[config.mk]
export PLATFORM = sky130hd
export DESIGN_NAME = tcp_sender_retransmit_top
export DESIGN_NICKNAME = d
export VERILOG_FILES = /design/src/design/tsr_pkg.sv /design/src/design/tsr_ctrl.sv /design/src/design/tsr_dp.sv /design/src/design/tcp_sender_retransmit_top.sv
export SDC_FILE = /design/constraint.sdc
export NUM_CORES = 2
export LEC_CHECK = 0
export ABC_CLOCK_PERIOD_IN_PS = 17000
export BUFFER_PORTS_ARGS = -buffer_cell sky130_fd_sc_hd__buf_2
export CORE_AREA = 2 2 301 303
export CTS_CLUSTER_DIAMETER = 40
export DETAILED_ROUTE_END_ITERATION = 10
export DIE_AREA = 0 0 303 305
export GPL_ROUTABILITY_DRIVEN = 0
export PLACE_DENSITY_LB_ADDON = 0.1
export SYNTH_ARGS = -nofsm -noshare
export SYNTH_HDL_FRONTEND = slang
export SYNTH_SLANG_ARGS = --single-unit
[constraint.sdc]
create_clock -name aclk -period 17 [get_ports aclk]
set_input_delay 1.7 -clock aclk [delete_from_list [all_inputs] [get_ports aclk]]
set_output_delay 1.7 -clock aclk [all_outputs]
set_load 0.02 [all_outputs]
[src/design/tsr_pkg.sv]
// ----------------------------------------------------------------------------
// tsr_pkg
// Shared types, codes and constants of the tcp sender retransmit block.
// ----------------------------------------------------------------------------
package tsr_pkg;

    localparam int QUEUE_DEPTH_DEF = 16;
    localparam int MAX_SEGS = 16;

    // configuration register indexes
    localparam logic [1:0] CFG_INITIAL_SEQUENCE = 2'd0;
    localparam logic [1:0] CFG_INITIAL_TIMEOUT  = 2'd1;
    localparam logic [1:0] CFG_MAX_PAYLOAD      = 2'd2;

    // reset values of the configuration registers
    localparam logic [15:0] TIMEOUT_RESET = 16'd1000;
    localparam logic [10:0] PAYLOAD_RESET = 11'd1000;

    // input operation codes
    localparam logic [1:0] OP_PUSH = 2'd0;
    localparam logic [1:0] OP_RECV = 2'd1;
    localparam logic [1:0] OP_TICK = 2'd2;

    typedef struct packed {
        logic [1:0]  op;
        logic        ack_present;
        logic [31:0] ack_number;
        logic [15:0] window_advert;
        logic        peer_reset;
        logic [31:0] elapsed_ms;
        logic [15:0] stream_bytes;
        logic        stream_finished;
    } in_t;

    typedef struct packed {
        logic        seg_valid;
        logic [31:0] seg_seqno;
        logic        seg_syn;
        logic        seg_fin;
        logic        seg_rst;
        logic [10:0] payload_len;
        logic        is_retransmit;
        logic [16:0] in_flight;
        logic [7:0]  retrans_count;
        logic        last;
    } out_t;

    // commands from controller to datapath
    typedef enum logic [3:0] {
        CMD_NONE,
        CMD_CAPTURE,
        CMD_PUSH_INIT,
        CMD_PUSH_STEP,
        CMD_RECV,
        CMD_ACK_CHECK,
        CMD_RETIRE,
        CMD_TICK,
        CMD_RESEND,
        CMD_STATUS
    } cmd_t;

    // status from datapath to controller
    typedef struct packed {
        logic out_free;
        logic push_more;
        logic ack_ok;
        logic retire_ok;
        logic expire;
    } stat_t;

endpackage

[src/design/tsr_ctrl.sv]
// ----------------------------------------------------------------------------
// tsr_ctrl
// Sequencer that walks each input item through push, receive or tick steps.
// ----------------------------------------------------------------------------
module tsr_ctrl (
    input  logic           aclk,
    input  logic           aresetn,
    input  logic           s_valid,
    input  logic [1:0]     s_op,
    output logic           s_ready,
    input  tsr_pkg::stat_t stat,
    output tsr_pkg::cmd_t  cmd
);

    typedef enum logic [3:0] {
        S_IDLE,
        S_PUSH_INIT,
        S_PUSH_STEP,
        S_RECV,
        S_ACK_CHECK,
        S_ACK_WAIT,
        S_ACK_RETIRE,
        S_TICK,
        S_RESEND,
        S_STATUS
    } state_t;

    state_t state_reg, state_next;

    // state register
    always_ff @(posedge aclk) begin
        if (!aresetn) begin
            state_reg <= S_IDLE;
        end else begin
            state_reg <= state_next;
        end
    end

    assign s_ready = (state_reg == S_IDLE);

    // next state and command
    always_comb begin
        state_next = state_reg;
        cmd        = tsr_pkg::CMD_NONE;
        case (state_reg)
            S_IDLE: begin
                if (s_valid) begin
                    cmd = tsr_pkg::CMD_CAPTURE;
                    case (s_op)
                        tsr_pkg::OP_PUSH: state_next = S_PUSH_INIT;
                        tsr_pkg::OP_RECV: state_next = S_RECV;
                        tsr_pkg::OP_TICK: state_next = S_TICK;
                        default:          state_next = S_STATUS;
                    endcase
                end
            end
            S_PUSH_INIT: begin
                cmd        = tsr_pkg::CMD_PUSH_INIT;
                state_next = S_PUSH_STEP;
            end
            S_PUSH_STEP: begin
                if (stat.out_free) begin
                    cmd = tsr_pkg::CMD_PUSH_STEP;
                    if (!stat.push_more) state_next = S_STATUS;
                end
            end
            S_RECV: begin
                cmd        = tsr_pkg::CMD_RECV;
                state_next = S_ACK_CHECK;
            end
            S_ACK_CHECK: begin
                cmd        = tsr_pkg::CMD_ACK_CHECK;
                state_next = stat.ack_ok ? S_ACK_WAIT : S_STATUS;
            end
            S_ACK_WAIT: begin
                state_next = S_ACK_RETIRE;
            end
            S_ACK_RETIRE: begin
                cmd        = tsr_pkg::CMD_RETIRE;
                state_next = stat.retire_ok ? S_ACK_WAIT : S_STATUS;
            end
            S_TICK: begin
                cmd        = tsr_pkg::CMD_TICK;
                state_next = stat.expire ? S_RESEND : S_STATUS;
            end
            S_RESEND: begin
                if (stat.out_free) begin
                    cmd        = tsr_pkg::CMD_RESEND;
                    state_next = S_STATUS;
                end
            end
            S_STATUS: begin
                if (stat.out_free) begin
                    cmd        = tsr_pkg::CMD_STATUS;
                    state_next = S_IDLE;
                end
            end
            default: state_next = S_IDLE;
        endcase
    end

endmodule

[src/design/tsr_dp.sv]
// ----------------------------------------------------------------------------
// tsr_dp
// Sequence counters, segment queue, timer and result register.
// ----------------------------------------------------------------------------
module tsr_dp #(
    parameter int QUEUE_DEPTH = tsr_pkg::QUEUE_DEPTH_DEF
) (
    input  logic           aclk,
    input  logic           aresetn,
    input  tsr_pkg::cmd_t  cmd,
    input  tsr_pkg::in_t   s_data,
    input  logic           cfg_valid,
    input  logic [1:0]     cfg_index,
    input  logic [31:0]    cfg_data,
    output tsr_pkg::stat_t stat,
    output logic           m_valid,
    input  logic           m_ready,
    output tsr_pkg::out_t  m_data
);

    localparam int IdxW = $clog2(QUEUE_DEPTH);
    localparam int CntW = $clog2(QUEUE_DEPTH + 1);
    localparam logic [CntW-1:0] DepthC = CntW'(QUEUE_DEPTH);
    localparam logic [CntW:0]   DepthW = (CntW + 1)'(QUEUE_DEPTH);
    localparam logic [IdxW-1:0] LastIdx = IdxW'(QUEUE_DEPTH - 1);
    localparam logic [4:0]      MaxSegsC = 5'(tsr_pkg::MAX_SEGS);

    // configuration
    logic [31:0] iseq_reg;
    logic [15:0] itimeout_reg;
    logic [10:0] maxpay_reg;

    // connection state
    logic [63:0] next_reg, acked_reg, front_reg;
    logic [IdxW-1:0] head_reg;
    logic [CntW-1:0] count_reg;
    logic [16:0] flight_reg;
    logic [31:0] timer_reg, rto_reg;
    logic        running_reg;
    logic [7:0]  retry_reg;
    logic [15:0] pw_reg;
    logic        syn_done_reg, fin_done_reg, errored_reg;

    // per item working registers
    tsr_pkg::in_t in_reg;
    logic [16:0] rem_reg;
    logic [15:0] buf_reg;
    logic [4:0]  k_reg;
    logic        syn_phase_reg;
    logic [63:0] ack_abs_reg;

    // segment queue: {fin, syn, len}
    logic [12:0] mem [QUEUE_DEPTH];
    logic [12:0] rd_reg;

    logic          m_valid_reg;
    tsr_pkg::out_t out_reg;

    // queue pointers
    logic [CntW:0]   tail_sum;
    logic [IdxW-1:0] tail, head_inc;
    logic            q_full;

    assign tail_sum = (CntW + 1)'(head_reg) + {1'b0, count_reg};
    assign tail     = (tail_sum >= DepthW) ? IdxW'(tail_sum - DepthW) : IdxW'(tail_sum);
    assign head_inc = (head_reg == LastIdx) ? '0 : head_reg + 1'b1;
    assign q_full   = (count_reg == DepthC);

    // push step
    logic [16:0] window, rem_init, seqlen, rem_new;
    logic [10:0] pay_a, pay, send_len;
    logic [15:0] buf_new;
    logic        closed, fin_syn, syn_go, fin_d, brk1, brk2, cont, loop_go;
    logic        send, send_syn, send_fin, more;

    always_comb begin
        window   = (pw_reg == '0) ? 17'd1 : {1'b0, pw_reg};
        rem_init = (window > flight_reg) ? window - flight_reg : '0;
        closed   = in_reg.stream_finished;
        fin_syn  = closed && (buf_reg == '0) && !fin_done_reg && (rem_reg >= 17'd2);
        syn_go   = !syn_done_reg && (rem_reg != '0) && !q_full;
        pay_a    = (rem_reg < {6'd0, maxpay_reg}) ? rem_reg[10:0] : maxpay_reg;
        pay      = (buf_reg < {5'd0, pay_a}) ? buf_reg[10:0] : pay_a;
        buf_new  = buf_reg - {5'd0, pay};
        fin_d    = closed && (buf_new == '0) && !fin_done_reg && (rem_reg > {6'd0, pay});
        brk1     = (pay == '0) && (!(closed && (buf_reg == '0)) || fin_done_reg);
        brk2     = (pay == '0) && !fin_d;
        cont     = (rem_reg != '0) && !q_full && (k_reg < MaxSegsC);
        loop_go  = cont && !brk1 && !brk2;
        if (syn_phase_reg) begin
            send     = syn_go;
            send_syn = 1'b1;
            send_fin = fin_syn;
            send_len = '0;
        end else begin
            send     = loop_go;
            send_syn = 1'b0;
            send_fin = fin_d;
            send_len = pay;
        end
        seqlen  = {6'd0, send_len} + {16'd0, send_syn} + {16'd0, send_fin};
        rem_new = rem_reg - seqlen;
        more    = syn_phase_reg ? (!syn_go || (rem_new != '0)) : (loop_go && (pw_reg != '0));
    end

    // unwrap ack against next sequence number
    logic [31:0] off, cplo, cphi, hi;
    always_comb begin
        off  = in_reg.ack_number - iseq_reg;
        cplo = next_reg[31:0];
        cphi = next_reg[63:32];
        hi   = cphi;
        if ((off > cplo) && ((off - cplo) > 32'h8000_0000) && (cphi != '0)) begin
            hi = cphi - 1'b1;
        end else if ((off < cplo) && ((cplo - off) > 32'h8000_0000)) begin
            hi = cphi + 1'b1;
        end
    end

    // head segment and ack retirement
    logic [11:0] head_sl;
    logic [63:0] front_end;
    logic        ack_ok, retire_ok;
    assign head_sl   = {1'b0, rd_reg[10:0]} + {11'd0, rd_reg[11]} + {11'd0, rd_reg[12]};
    assign front_end = front_reg + {52'd0, head_sl};
    assign ack_ok    = in_reg.ack_present && (ack_abs_reg > acked_reg)
                       && (ack_abs_reg <= next_reg);
    assign retire_ok = (count_reg != '0) && (front_end <= acked_reg);

    // timer
    logic [31:0] tl_new, rto_dbl;
    logic        expire;
    assign tl_new  = (in_reg.elapsed_ms >= timer_reg) ? '0 : timer_reg - in_reg.elapsed_ms;
    assign expire  = running_reg && (tl_new == '0) && (count_reg != '0);
    assign rto_dbl = (rto_reg > 32'h7FFF_FFFF) ? 32'hFFFF_FFFF : {rto_reg[30:0], 1'b0};

    logic emit;
    assign emit = ((cmd == tsr_pkg::CMD_PUSH_STEP) && send)
                  || (cmd == tsr_pkg::CMD_RESEND) || (cmd == tsr_pkg::CMD_STATUS);

    assign stat.out_free  = !m_valid_reg;
    assign stat.push_more = more;
    assign stat.ack_ok    = ack_ok;
    assign stat.retire_ok = retire_ok;
    assign stat.expire    = expire;

    // queue memory
    always_ff @(posedge aclk) begin
        if ((cmd == tsr_pkg::CMD_PUSH_STEP) && send) begin
            mem[tail] <= {send_fin, send_syn, send_len};
        end
        rd_reg <= mem[head_reg];
    end

    // working and result payload registers
    always_ff @(posedge aclk) begin
        if (cmd == tsr_pkg::CMD_CAPTURE) in_reg <= s_data;
        if (cmd == tsr_pkg::CMD_RECV) ack_abs_reg <= {hi, off};
        if (cmd == tsr_pkg::CMD_PUSH_STEP) begin
            if (send) begin
                out_reg.seg_valid     <= 1'b1;
                out_reg.seg_seqno     <= next_reg[31:0] + iseq_reg;
                out_reg.seg_syn       <= send_syn;
                out_reg.seg_fin       <= send_fin;
                out_reg.seg_rst       <= errored_reg;
                out_reg.payload_len   <= send_len;
                out_reg.is_retransmit <= 1'b0;
                out_reg.in_flight     <= flight_reg + seqlen;
                out_reg.retrans_count <= retry_reg;
                out_reg.last          <= 1'b0;
            end
        end else if (cmd == tsr_pkg::CMD_RESEND) begin
            out_reg.seg_valid     <= 1'b1;
            out_reg.seg_seqno     <= front_reg[31:0] + iseq_reg;
            out_reg.seg_syn       <= rd_reg[11];
            out_reg.seg_fin       <= rd_reg[12];
            out_reg.seg_rst       <= errored_reg;
            out_reg.payload_len   <= rd_reg[10:0];
            out_reg.is_retransmit <= 1'b1;
            out_reg.in_flight     <= flight_reg;
            out_reg.retrans_count <= ((pw_reg != '0) && (retry_reg != 8'hFF))
                                     ? retry_reg + 1'b1 : retry_reg;
            out_reg.last          <= 1'b0;
        end else if (cmd == tsr_pkg::CMD_STATUS) begin
            out_reg.seg_valid     <= 1'b0;
            out_reg.seg_seqno     <= next_reg[31:0] + iseq_reg;
            out_reg.seg_syn       <= 1'b0;
            out_reg.seg_fin       <= 1'b0;
            out_reg.seg_rst       <= errored_reg;
            out_reg.payload_len   <= '0;
            out_reg.is_retransmit <= 1'b0;
            out_reg.in_flight     <= flight_reg;
            out_reg.retrans_count <= retry_reg;
            out_reg.last          <= 1'b1;
        end
    end

    // connection state
    always_ff @(posedge aclk) begin
        if (!aresetn) begin
            iseq_reg      <= '0;
            itimeout_reg  <= tsr_pkg::TIMEOUT_RESET;
            maxpay_reg    <= tsr_pkg::PAYLOAD_RESET;
            next_reg      <= '0;
            acked_reg     <= '0;
            front_reg     <= '0;
            head_reg      <= '0;
            count_reg     <= '0;
            flight_reg    <= '0;
            timer_reg     <= {16'd0, tsr_pkg::TIMEOUT_RESET};
            rto_reg       <= {16'd0, tsr_pkg::TIMEOUT_RESET};
            running_reg   <= 1'b0;
            retry_reg     <= '0;
            pw_reg        <= 16'd1;
            syn_done_reg  <= 1'b0;
            fin_done_reg  <= 1'b0;
            errored_reg   <= 1'b0;
            rem_reg       <= '0;
            buf_reg       <= '0;
            k_reg         <= '0;
            syn_phase_reg <= 1'b0;
            m_valid_reg   <= 1'b0;
        end else begin
            // result register handshake
            if (emit) begin
                m_valid_reg <= 1'b1;
            end else if (m_ready) begin
                m_valid_reg <= 1'b0;
            end
            // register writes
            if (cfg_valid) begin
                case (cfg_index)
                    tsr_pkg::CFG_INITIAL_SEQUENCE: iseq_reg <= cfg_data;
                    tsr_pkg::CFG_INITIAL_TIMEOUT: begin
                        itimeout_reg <= cfg_data[15:0];
                        rto_reg      <= {16'd0, cfg_data[15:0]};
                        if (!running_reg) timer_reg <= {16'd0, cfg_data[15:0]};
                    end
                    tsr_pkg::CFG_MAX_PAYLOAD: maxpay_reg <= cfg_data[10:0];
                    default: ;
                endcase
            end
            case (cmd)
                tsr_pkg::CMD_PUSH_INIT: begin
                    rem_reg       <= rem_init;
                    buf_reg       <= in_reg.stream_bytes;
                    k_reg         <= '0;
                    syn_phase_reg <= 1'b1;
                end
                tsr_pkg::CMD_PUSH_STEP: begin
                    syn_phase_reg <= 1'b0;
                    if (!syn_phase_reg) buf_reg <= buf_new;
                    if (send) begin
                        rem_reg    <= rem_new;
                        k_reg      <= k_reg + 1'b1;
                        count_reg  <= count_reg + 1'b1;
                        flight_reg <= flight_reg + seqlen;
                        next_reg   <= next_reg + {47'd0, seqlen};
                        if (send_syn) syn_done_reg <= 1'b1;
                        if (send_fin) fin_done_reg <= 1'b1;
                        if (!running_reg) begin
                            timer_reg   <= rto_reg;
                            running_reg <= 1'b1;
                        end
                    end
                end
                tsr_pkg::CMD_RECV: begin
                    if (in_reg.peer_reset) errored_reg <= 1'b1;
                    pw_reg <= in_reg.window_advert;
                end
                tsr_pkg::CMD_ACK_CHECK: begin
                    if (ack_ok) acked_reg <= ack_abs_reg;
                end
                tsr_pkg::CMD_RETIRE: begin
                    if (retire_ok) begin
                        front_reg  <= front_end;
                        flight_reg <= (flight_reg >= {5'd0, head_sl})
                                      ? flight_reg - {5'd0, head_sl} : '0;
                        head_reg   <= head_inc;
                        count_reg  <= count_reg - 1'b1;
                    end else begin
                        retry_reg   <= '0;
                        rto_reg     <= {16'd0, itimeout_reg};
                        timer_reg   <= (count_reg != '0) ? {16'd0, itimeout_reg} : timer_reg;
                        running_reg <= (count_reg != '0);
                    end
                end
                tsr_pkg::CMD_TICK: begin
                    if (running_reg) timer_reg <= tl_new;
                end
                tsr_pkg::CMD_RESEND: begin
                    if (pw_reg != '0) begin
                        if (retry_reg != 8'hFF) retry_reg <= retry_reg + 1'b1;
                        rto_reg   <= rto_dbl;
                        timer_reg <= rto_dbl;
                    end else begin
                        timer_reg <= rto_reg;
                    end
                end
                default: ;
            endcase
        end
    end

    assign m_valid = m_valid_reg;
    assign m_data  = out_reg;

`ifndef SYNTHESIS
    a_count_bound: assert property (@(posedge aclk) disable iff (!aresetn)
        count_reg <= DepthC) else $error("queue count above depth");
    a_no_overwrite: assert property (@(posedge aclk) disable iff (!aresetn)
        emit |-> !m_valid_reg) else $error("result register overwritten");
    a_empty_flight: assert property (@(posedge aclk) disable iff (!aresetn)
        (count_reg == '0) |-> (flight_reg == '0)) else $error("flight with empty queue");
    a_retire_order: assert property (@(posedge aclk) disable iff (!aresetn)
        ((cmd == tsr_pkg::CMD_RETIRE) && retire_ok) |=> (front_reg <= acked_reg))
        else $error("front passed acknowledged sequence");
`endif

endmodule

[src/design/tcp_sender_retransmit_top.sv]
// ----------------------------------------------------------------------------
// tcp_sender_retransmit_top
// TCP sender that emits segment descriptors and resends on timer expiry.
// ----------------------------------------------------------------------------
//  channel   direction  ports                                    payload
//  s_        in         s_valid, s_ready, s_data                 tsr_pkg::in_t
//  m_        out        m_valid, m_ready, m_data                 tsr_pkg::out_t
//  cfg_      in         cfg_valid, cfg_ready, cfg_index, cfg_data register write
//
//  one item at a time, taken in the idle cycle; each result holds the single result
//  register until m_ready takes it; a status result ends every item. push: setup,
//  then a step per segment or step that sends nothing (unsent syn, closing step).
//  receive: receive and ack check, then on a new ack wait and retire per retired
//  entry plus a final head check. tick: a tick step plus the resend on expiry.
//  sync active-low reset spares the queue store and data registers; config anytime.
// ----------------------------------------------------------------------------
module tcp_sender_retransmit_top #(
    parameter int QUEUE_DEPTH = tsr_pkg::QUEUE_DEPTH_DEF
) (
    input  logic          aclk,
    input  logic          aresetn,
    input  logic          s_valid,
    output logic          s_ready,
    input  tsr_pkg::in_t  s_data,
    output logic          m_valid,
    input  logic          m_ready,
    output tsr_pkg::out_t m_data,
    input  logic          cfg_valid,
    output logic          cfg_ready,
    input  logic [1:0]    cfg_index,
    input  logic [31:0]   cfg_data
);

    tsr_pkg::cmd_t  cmd;
    tsr_pkg::stat_t stat;

    assign cfg_ready = 1'b1;

    // sequencer
    tsr_ctrl u_ctrl (
        .aclk    (aclk),
        .aresetn (aresetn),
        .s_valid (s_valid),
        .s_op    (s_data.op),
        .s_ready (s_ready),
        .stat    (stat),
        .cmd     (cmd)
    );

    // state, queue and result register
    tsr_dp #(
        .QUEUE_DEPTH (QUEUE_DEPTH)
    ) u_dp (
        .aclk      (aclk),
        .aresetn   (aresetn),
        .cmd       (cmd),
        .s_data    (s_data),
        .cfg_valid (cfg_valid),
        .cfg_index (cfg_index),
        .cfg_data  (cfg_data),
        .stat      (stat),
        .m_valid   (m_valid),
        .m_ready   (m_ready),
        .m_data    (m_data)
    );

endmodule

After elaboration in Yosys (flattened, before gate mapping)
Memories as Yosys holds them, arrays and structs flattened. A register that Yosys moved wholly into a read port is not among the register bits. Cells that the tools add are included.

Bits in registers: 650. Output and inout bits: 77. Input port bits: 140. Memories: 1. Logic and storage cells: 268. Memory bits (writable): 208.

Memories: u_dp.mem (depth 16, bits a word 13, read ports 1, clocked after Yosys merged registers in 1, write ports 1, line tsr_dp.sv:53) `logic [12:0] mem [QUEUE_DEPTH];`.

$lt $le $gt $ge: 17. Multiplexer cells: 75. Eq/ne operators: 37. $add $sub $neg: 26. Reduce and logical (&&, ||, !) cells: 71.

Operator list (number): 2-to-1 mux 32 bit (17); 2-to-1 mux 74 bit (4); <= comparator 64 bit (2); one-hot mux 32 bit (4 select lines) (1); subtractor 32 bit (4); 2-to-1 mux 17 bit (5); one-hot mux 17 bit (2 select lines) (2); adder 32 bit (2); adder 64 x 12 -> 64 bit (1); adder 64 x 17 -> 64 bit (1); greater-than comparator 32 bit, second input constant (2); greater-than comparator 64 bit (1); one-hot mux 32 bit (2 select lines) (1); zero test 16 bit (3); 2-to-1 mux 4 bit (11); one-hot mux 4 bit (10 select lines) (1); one-hot mux 4 bit (9 select lines) (1); nonzero test 17 bit (2); subtractor 17 bit (2); 2-to-1 mux 11 bit (3); adder 32 x 1 -> 32 bit, second input constant (1); == test 4 x 3 -> 1 bit, second input constant (8); >= comparator 32 bit (1); greater-than comparator 32 x 31 -> 1 bit, second input constant (1); other kinds (59) (149).

Longest topological paths before layout
Depth in word-level cells: 18. Gate-level depth with buffers: 56. Gate-level depth less buffers: 53.

Cells and area by module
A second synthesis with hierarchy kept.

Cells, all modules: 6418. Area total of the unflattened synthesis: 57599.0 um^2.

By module, submodules not included: tsr_dp (cells an instance 6356, instances 1, sequential area each 21810.9 um^2, area each 57142.3 um^2); tsr_ctrl (cells an instance 60, instances 1, sequential area each 80.1 um^2, area each 445.4 um^2); tcp_sender_retransmit_top (cells an instance 2, instances 1, sequential area each 0.0 um^2, area each 11.3 um^2).

Worst setup path after synthesis
Ideal clock, no wire load.

Kind: flip-flop to flip-flop. From: reg u_dp.maxpay_reg[4]. To: reg u_dp.out_reg (netlist bit u_dp.m_data[0]) (enable). Arrival time: 10664 ps. Stages on the path, launching flop included: 38. Setup time: 611 ps. Slack: 5725 ps. Period minus slack after synthesis: 11275 ps. Data required time: 16389 ps. Buffers on the path: 6. Path through: dfxtp_1 > inv_1 > ha_1 > and2_0 > o21ai_0 > o21a_1 > clkbuf_1 > a21oi_1 > buf_2 > mux2_2 > inv_1 > ha_1 > a21o_1 > a2111o_1 > a2111oi_4 > and2_1 > a21boi_1 > a311oi_2 > (+2 left out) > buf_2 > buf_1 > a21oi_1 > ha_1 > nor2_1 > nand2_1 > a2111oi_0 > o31ai_1 > inv_1 > o31ai_1 > or4b_1 > a221oi_2 > nand4b_1 > nor4b_4 > nand4_4 > a21o_1 > clkbuf_1 > o21ai_0.

Cells in the longest elaborated chain, start to end: 16. Elaborated cells on any way between the ends: 21. Classes of those cells: add/sub (1); order compare (3); eq/ne (1); mux (3); reduce/logical (13).

Ends and longest elaborated chain: from (decl) (line tsr_dp.sv:31) `logic [10:0] maxpay_reg;`; from (signal assigned) (line tsr_dp.sv:203) `maxpay_reg <= tsr_pkg::PAYLOAD_RESET;`; from (signal assigned) (line tsr_dp.sv:239) `tsr_pkg::CFG_MAX_PAYLOAD: maxpay_reg <= cfg_data[10:0];`; < comparator 17 x 11 -> 1 bit (line tsr_dp.sv:82) `pay_a = (rem_reg < {6'd0, maxpay_reg}) ? rem_reg[10:0] : maxpay_reg;`; 2-to-1 mux 11 bit * (line tsr_dp.sv:82); < comparator 16 x 11 -> 1 bit (line tsr_dp.sv:83) `pay = (buf_reg < {5'd0, pay_a}) ? buf_reg[10:0] : pay_a;`; 2-to-1 mux 11 bit * (line tsr_dp.sv:83); subtractor 16 x 11 -> 16 bit (line tsr_dp.sv:84) `buf_new = buf_reg - {5'd0, pay};`; zero test 16 bit (line tsr_dp.sv:85) `fin_d = closed && (buf_new == '0) && !fin_done_reg && (rem_reg > {6'd0, pay});`; logical AND 1 bit (3 in a row) (line tsr_dp.sv:85); zero test 1 bit (line tsr_dp.sv:87) `brk2 = (pay == '0) && !fin_d;`; logical AND 1 bit (line tsr_dp.sv:87); zero test 1 bit (line tsr_dp.sv:89) `loop_go = cont && !brk1 && !brk2;`; logical AND 1 bit * (line tsr_dp.sv:89); 2-to-1 mux 1 bit * (line tsr_dp.sv:90) `if (syn_phase_reg) begin`; inequality test 2 x 1 -> 1 bit (no line) *; AND reduction 2 bit (no line) *; to (decl) (line tsr_dp.sv:57) `tsr_pkg::out_t out_reg;`.

Mark *: on every way between the ends. The rest lies on a longest branch, timed or not. A chain may end at the register's enable or synchronous reset.

Worst setup path after layout
From: reg u_dp.rem_reg[11]. To: reg u_ctrl.state_reg[0].

Cells in the longest elaborated chain, start to end: 17. Elaborated cells on any way between the ends: 37. Classes of those cells: add/sub (4); order compare (4); eq/ne (1); mux (5); reduce/logical (23).

Ends and longest elaborated chain: from (decl) (line tsr_dp.sv:46) `logic [16:0] rem_reg;`; from (signal assigned) (line tsr_dp.sv:245) `rem_reg <= rem_init;`; from (signal assigned) (line tsr_dp.sv:254) `rem_reg <= rem_new;`; < comparator 17 x 11 -> 1 bit (line tsr_dp.sv:82); 2-to-1 mux 11 bit (line tsr_dp.sv:82); < comparator 16 x 11 -> 1 bit (line tsr_dp.sv:83); 2-to-1 mux 11 bit (line tsr_dp.sv:83); subtractor 16 x 11 -> 16 bit (line tsr_dp.sv:84); zero test 16 bit (line tsr_dp.sv:85); logical AND 1 bit (3 in a row) (line tsr_dp.sv:85); 2-to-1 mux 1 bit * (line tsr_dp.sv:90); via u_dp.send_fin (line tsr_dp.sv:74) `logic send, send_syn, send_fin, more;`; adder 17 x 1 -> 17 bit * (line tsr_dp.sv:101) `seqlen = {6'd0, send_len} + {16'd0, send_syn} + {16'd0, send_fin};`; subtractor 17 bit * (line tsr_dp.sv:102) `rem_new = rem_reg - seqlen;`; nonzero test 17 bit * (line tsr_dp.sv:103) `more = syn_phase_reg ? (!syn_go || (rem_new != '0)) : (loop_go && (pw_reg != '0));`; logical OR 1 bit * (line tsr_dp.sv:103); 2-to-1 mux 1 bit * (line tsr_dp.sv:103); inequality test 2 bit (no line) *; AND reduction 5 bit (no line) *; to (signal assigned) (line tsr_ctrl.sv:35) `state_reg <= state_next;`; to (decl) (line tsr_ctrl.sv:28) `state_t state_reg, state_next;`.

The timed path passes the listed nets; every way through them passes the cells marked *.

==> impl_metrics.yaml <==
outcome:
  status: "finished with violations"
  violations: "DRC"
place:
  place_hpwl_um: 127300
  placement.cell_area_sq_um: 59650
  place.detailed.instances: 7527
  number_of_i_o_port_buffers: 215
cells_and_area:
  fill_cells: 6771
  area_growth_pct: 11.87
  drive_gt1_share_pct: 10.17
  layout.nets: 7144
  largest_register_ffs: 208
  post_layout_nonfiller_instances: 7782
  end_of_flow_core_utilization_pct: 72.11
  fin_area_sq_um: 64410
routing:
  met3_length_um: 17090
  top_signal_layer_used: "met5"
  route.layer.met1.wl_um: 68480
  dr.pass1.iters: 11
  antenna_left: 0
  met2WireLength_um: 81040
  detailroute.via_count: 51080
  first_iter_violations: 5727
  drc_errors: 10
  wl_per_cell_um: 23.11
  totalWireLength_um: 179800
  via_per_inst: 6.563
worst_setup_path:
  path_buf_inv: 4
  crit-reg2reg-capture: "u_ctrl.state_reg[0]"
  worst_setup_path_end_kind: "flop"
  timing.critical_path.slowest_cell_delay_ns: 0.77
  worst_r2r_startpoint: "u_dp.rem_reg[11]"
  cp_top_family: "simple AND/OR/NAND/NOR gates"
  worstPathArrival_ns: 14.47
  worstPathRequired_ns: 17.67
  reg2reg_depth: 50
  setup.worst_path.class: "reg2reg"
  critPathLaunchType: "flop"
  r2r_slack_ns: 3.20
  crit_path_max_fanout: 17
  slowest_stage: "sky130_fd_sc_hd__nor4_2"
  worstSetupStartpoint: "u_dp.rem_reg[11]"
power:
  power.leakage_nw: 26.10
  power_density_nw_per_um2: 190.8
  peakVddDrop_mv: 0.3167
timing:
  fin_worst_skew_ns: 0.03114
  period_utilisation_layout_pct: 81.15
  rsz_0062_raised_after_global_routing: "no"
  hold_ws_ns: 0.4586
  timing.final.hold_violations: 0
  worstMarginPinSlew_ns: 1.406
  final.setup.tns_ns: 0
  max_clock_freq_mhz: 72.49
  final_max_slew_viol_count: 0
  period_needed_ns: 13.80
  final-setup-viol-count: 0
  timing.slew.headroom_pct: 5.915
hold_path:
  worst_hold_startpoint: "u_dp.errored_reg"
  min_path_cells: 0
  worstHoldPathType: "reg2reg"
  hold_path_end: "u_dp.m_data[38]"
global_route:
  grt_overflow_total: 0
  grt_pass1_wl_um: 275000
  number_of_antenna_violations_at_the_first_check_in_global_routing: 8
  grt_start_max_net_pins: 103
  vias_in_the_first_global_route: 48690
  grt_usage_pct: 38.32
clock_network:
  clock_tree.buffer_depth: 3
  postCtsResizedCells: 0
  cts_tree: "done"
  tritoncts.num_buffers: 138
  tritoncts_num_sinks: 871
  clock_pin_slew_on_the_worst_setup_and_hold_paths_ns: 0.06
  cts_setup_buffers: 0
  clk-insertion-delay-late_ns: 0.76
  cts_root_buffer: "sky130_fd_sc_hd__clkbuf_16"
  htree_num_levels: 4
  cts-hold-fix-buffers: 0
synth:
  synth-edff-count: 445
  synthesis.area_sq_um: 57570
  synth_top_area_share_pct: 23.21
  synth.area.top_cells: "sky130_fd_sc_hd__edfxtp_1, sky130_fd_sc_hd__dfxtp_1, sky130_fd_sc_hd__ha_1"
  synth_cell_type_count: 97
  synth_seq_area_share_pct: 38.02
  synth-async-reset-ratio_pct: 0
  syn_inst: 6353
  synthDominantAreaCellType: "sky130_fd_sc_hd__edfxtp_1"
  ys_dominant_reg_cell: "sky130_fd_sc_hd__edfxtp_1"
  synth-seq-cells: 871
  syn-mean-instance-area_sq_um: 9.062
  ys_warn_count: 0
die:
  design.core.area_sq_um: 89320
  num_rows: 110
  floorplan.die_area_sq_um: 92420
  floorplan.die.width_um: 303
  die_height_um: 305
  floorplan.initialDensity_pct: 64.45
  io_pins: 217
job:
  maxCapViolCount: 0
-- metrics by stage --
step	setup slack (ns)	power [mW]
final	3.205	12.29
after floorplan	5.725	7.412
after CTS	3.672	12.07
after global routing	2.273	12.88
after global placement	4.076	9.047
after detailed placement	3.661	9.150
-- metal layers --
layer  up-vias  global-route usage, %
met5         -                      0
met4         4                  25.75
met3       751                  7.742
met2      2904                  60.18
met1     23980                  47.56
li1      23430                      -
-- how the worst max path moves through the flow --
stage                                      to  slack (ns)  cells past startpoint
final                     u_ctrl.state_reg[0]        3.20                     50
after global routing      u_ctrl.state_reg[0]        2.27                     49
after CTS                 u_ctrl.state_reg[0]        3.67                     49
after detailed placement  u_ctrl.state_reg[0]        3.66                     49
after global placement    u_ctrl.state_reg[0]        4.08                     50
after floorplan                u_dp.m_data[0]        5.72                     37
-- Yosys cell counts, types with 44 or more instances --
library cell / number
sky130_fd_sc_hd__a21o_1: 154
sky130_fd_sc_hd__mux4_2: 65
sky130_fd_sc_hd__nand2_1: 607
sky130_fd_sc_hd__nand2b_1: 66
sky130_fd_sc_hd__xor2_1: 134
sky130_fd_sc_hd__or3_1: 55
sky130_fd_sc_hd__ha_1: 499
sky130_fd_sc_hd__a211oi_1: 72
sky130_fd_sc_hd__and3_1: 73
sky130_fd_sc_hd__nor4_1: 51
sky130_fd_sc_hd__o21a_1: 65
sky130_fd_sc_hd__nor2_1: 550
sky130_fd_sc_hd__inv_1: 445
sky130_fd_sc_hd__nand3_1: 145
sky130_fd_sc_hd__o21ai_0: 343
sky130_fd_sc_hd__dfxtp_1: 426
sky130_fd_sc_hd__and2_1: 51
sky130_fd_sc_hd__nand4_1: 109
sky130_fd_sc_hd__mux2i_1: 106
sky130_fd_sc_hd__xnor2_1: 244
sky130_fd_sc_hd__a21oi_1: 477
sky130_fd_sc_hd__edfxtp_1: 445
sky130_fd_sc_hd__nor3_1: 137
sky130_fd_sc_hd__nor2b_1: 63
sky130_fd_sc_hd__clkbuf_1: 243
sky130_fd_sc_hd__o21bai_1: 44
sky130_fd_sc_hd__a221oi_1: 56
-- area by class of cell --
class / count / area [sq um] / share of cell area, %
multi-input cells: 4753 / 33030 / 51.28
well taps: 1176 / 1471 / 2.285
clock inverters: 73 / 824.5 / 1.280
repair buffers: 280 / 1564 / 2.428
clock buffers: 181 / 3930 / 6.102
flip-flops and latches: 871 / 21900 / 34.00
diodes: 1 / 2.502 / 0.003885
inverters: 447 / 1687 / 2.619
-- cell families after synthesis --
group | synth area share (%)
and+or+nand+nor | 16.84
AOI/OAI and AO/OA | 18.45
DFF | 38.02
buffers and inverters | 4.805
adders and majority gates | 11.38
xor gates and xnor gates | 5.751
muxes | 4.738
other | 0.01304
-- cell usage in the layout, fill, tap and decap left out, types with 109 or more instances in the layout --
master                        n
sky130_fd_sc_hd__nand2_1    607
sky130_fd_sc_hd__nor2_1     547
sky130_fd_sc_hd__ha_1       499
sky130_fd_sc_hd__a21oi_1    474
sky130_fd_sc_hd__edfxtp_1   445
sky130_fd_sc_hd__inv_1      443
sky130_fd_sc_hd__dfxtp_1    424
sky130_fd_sc_hd__o21ai_0    342
sky130_fd_sc_hd__xnor2_1    244
sky130_fd_sc_hd__buf_2      215
sky130_fd_sc_hd__a21o_1     154
sky130_fd_sc_hd__clkbuf_16  150
sky130_fd_sc_hd__nand3_1    143
sky130_fd_sc_hd__nor3_1     136
sky130_fd_sc_hd__xor2_1     134
sky130_fd_sc_hd__nand4_1    109
-- power breakdown --
part | switching, mW | total, mW | leakage [nW] | internal, mW
Sequential | 0.292 | 3.11 | 7.55 | 2.82
Combinational | 4.14 | 6.30 | 16.2 | 2.16
Clock | 1.07 | 2.88 | 2.31 | 1.80
Note: power is estimated with default switching activity, not from simulation.
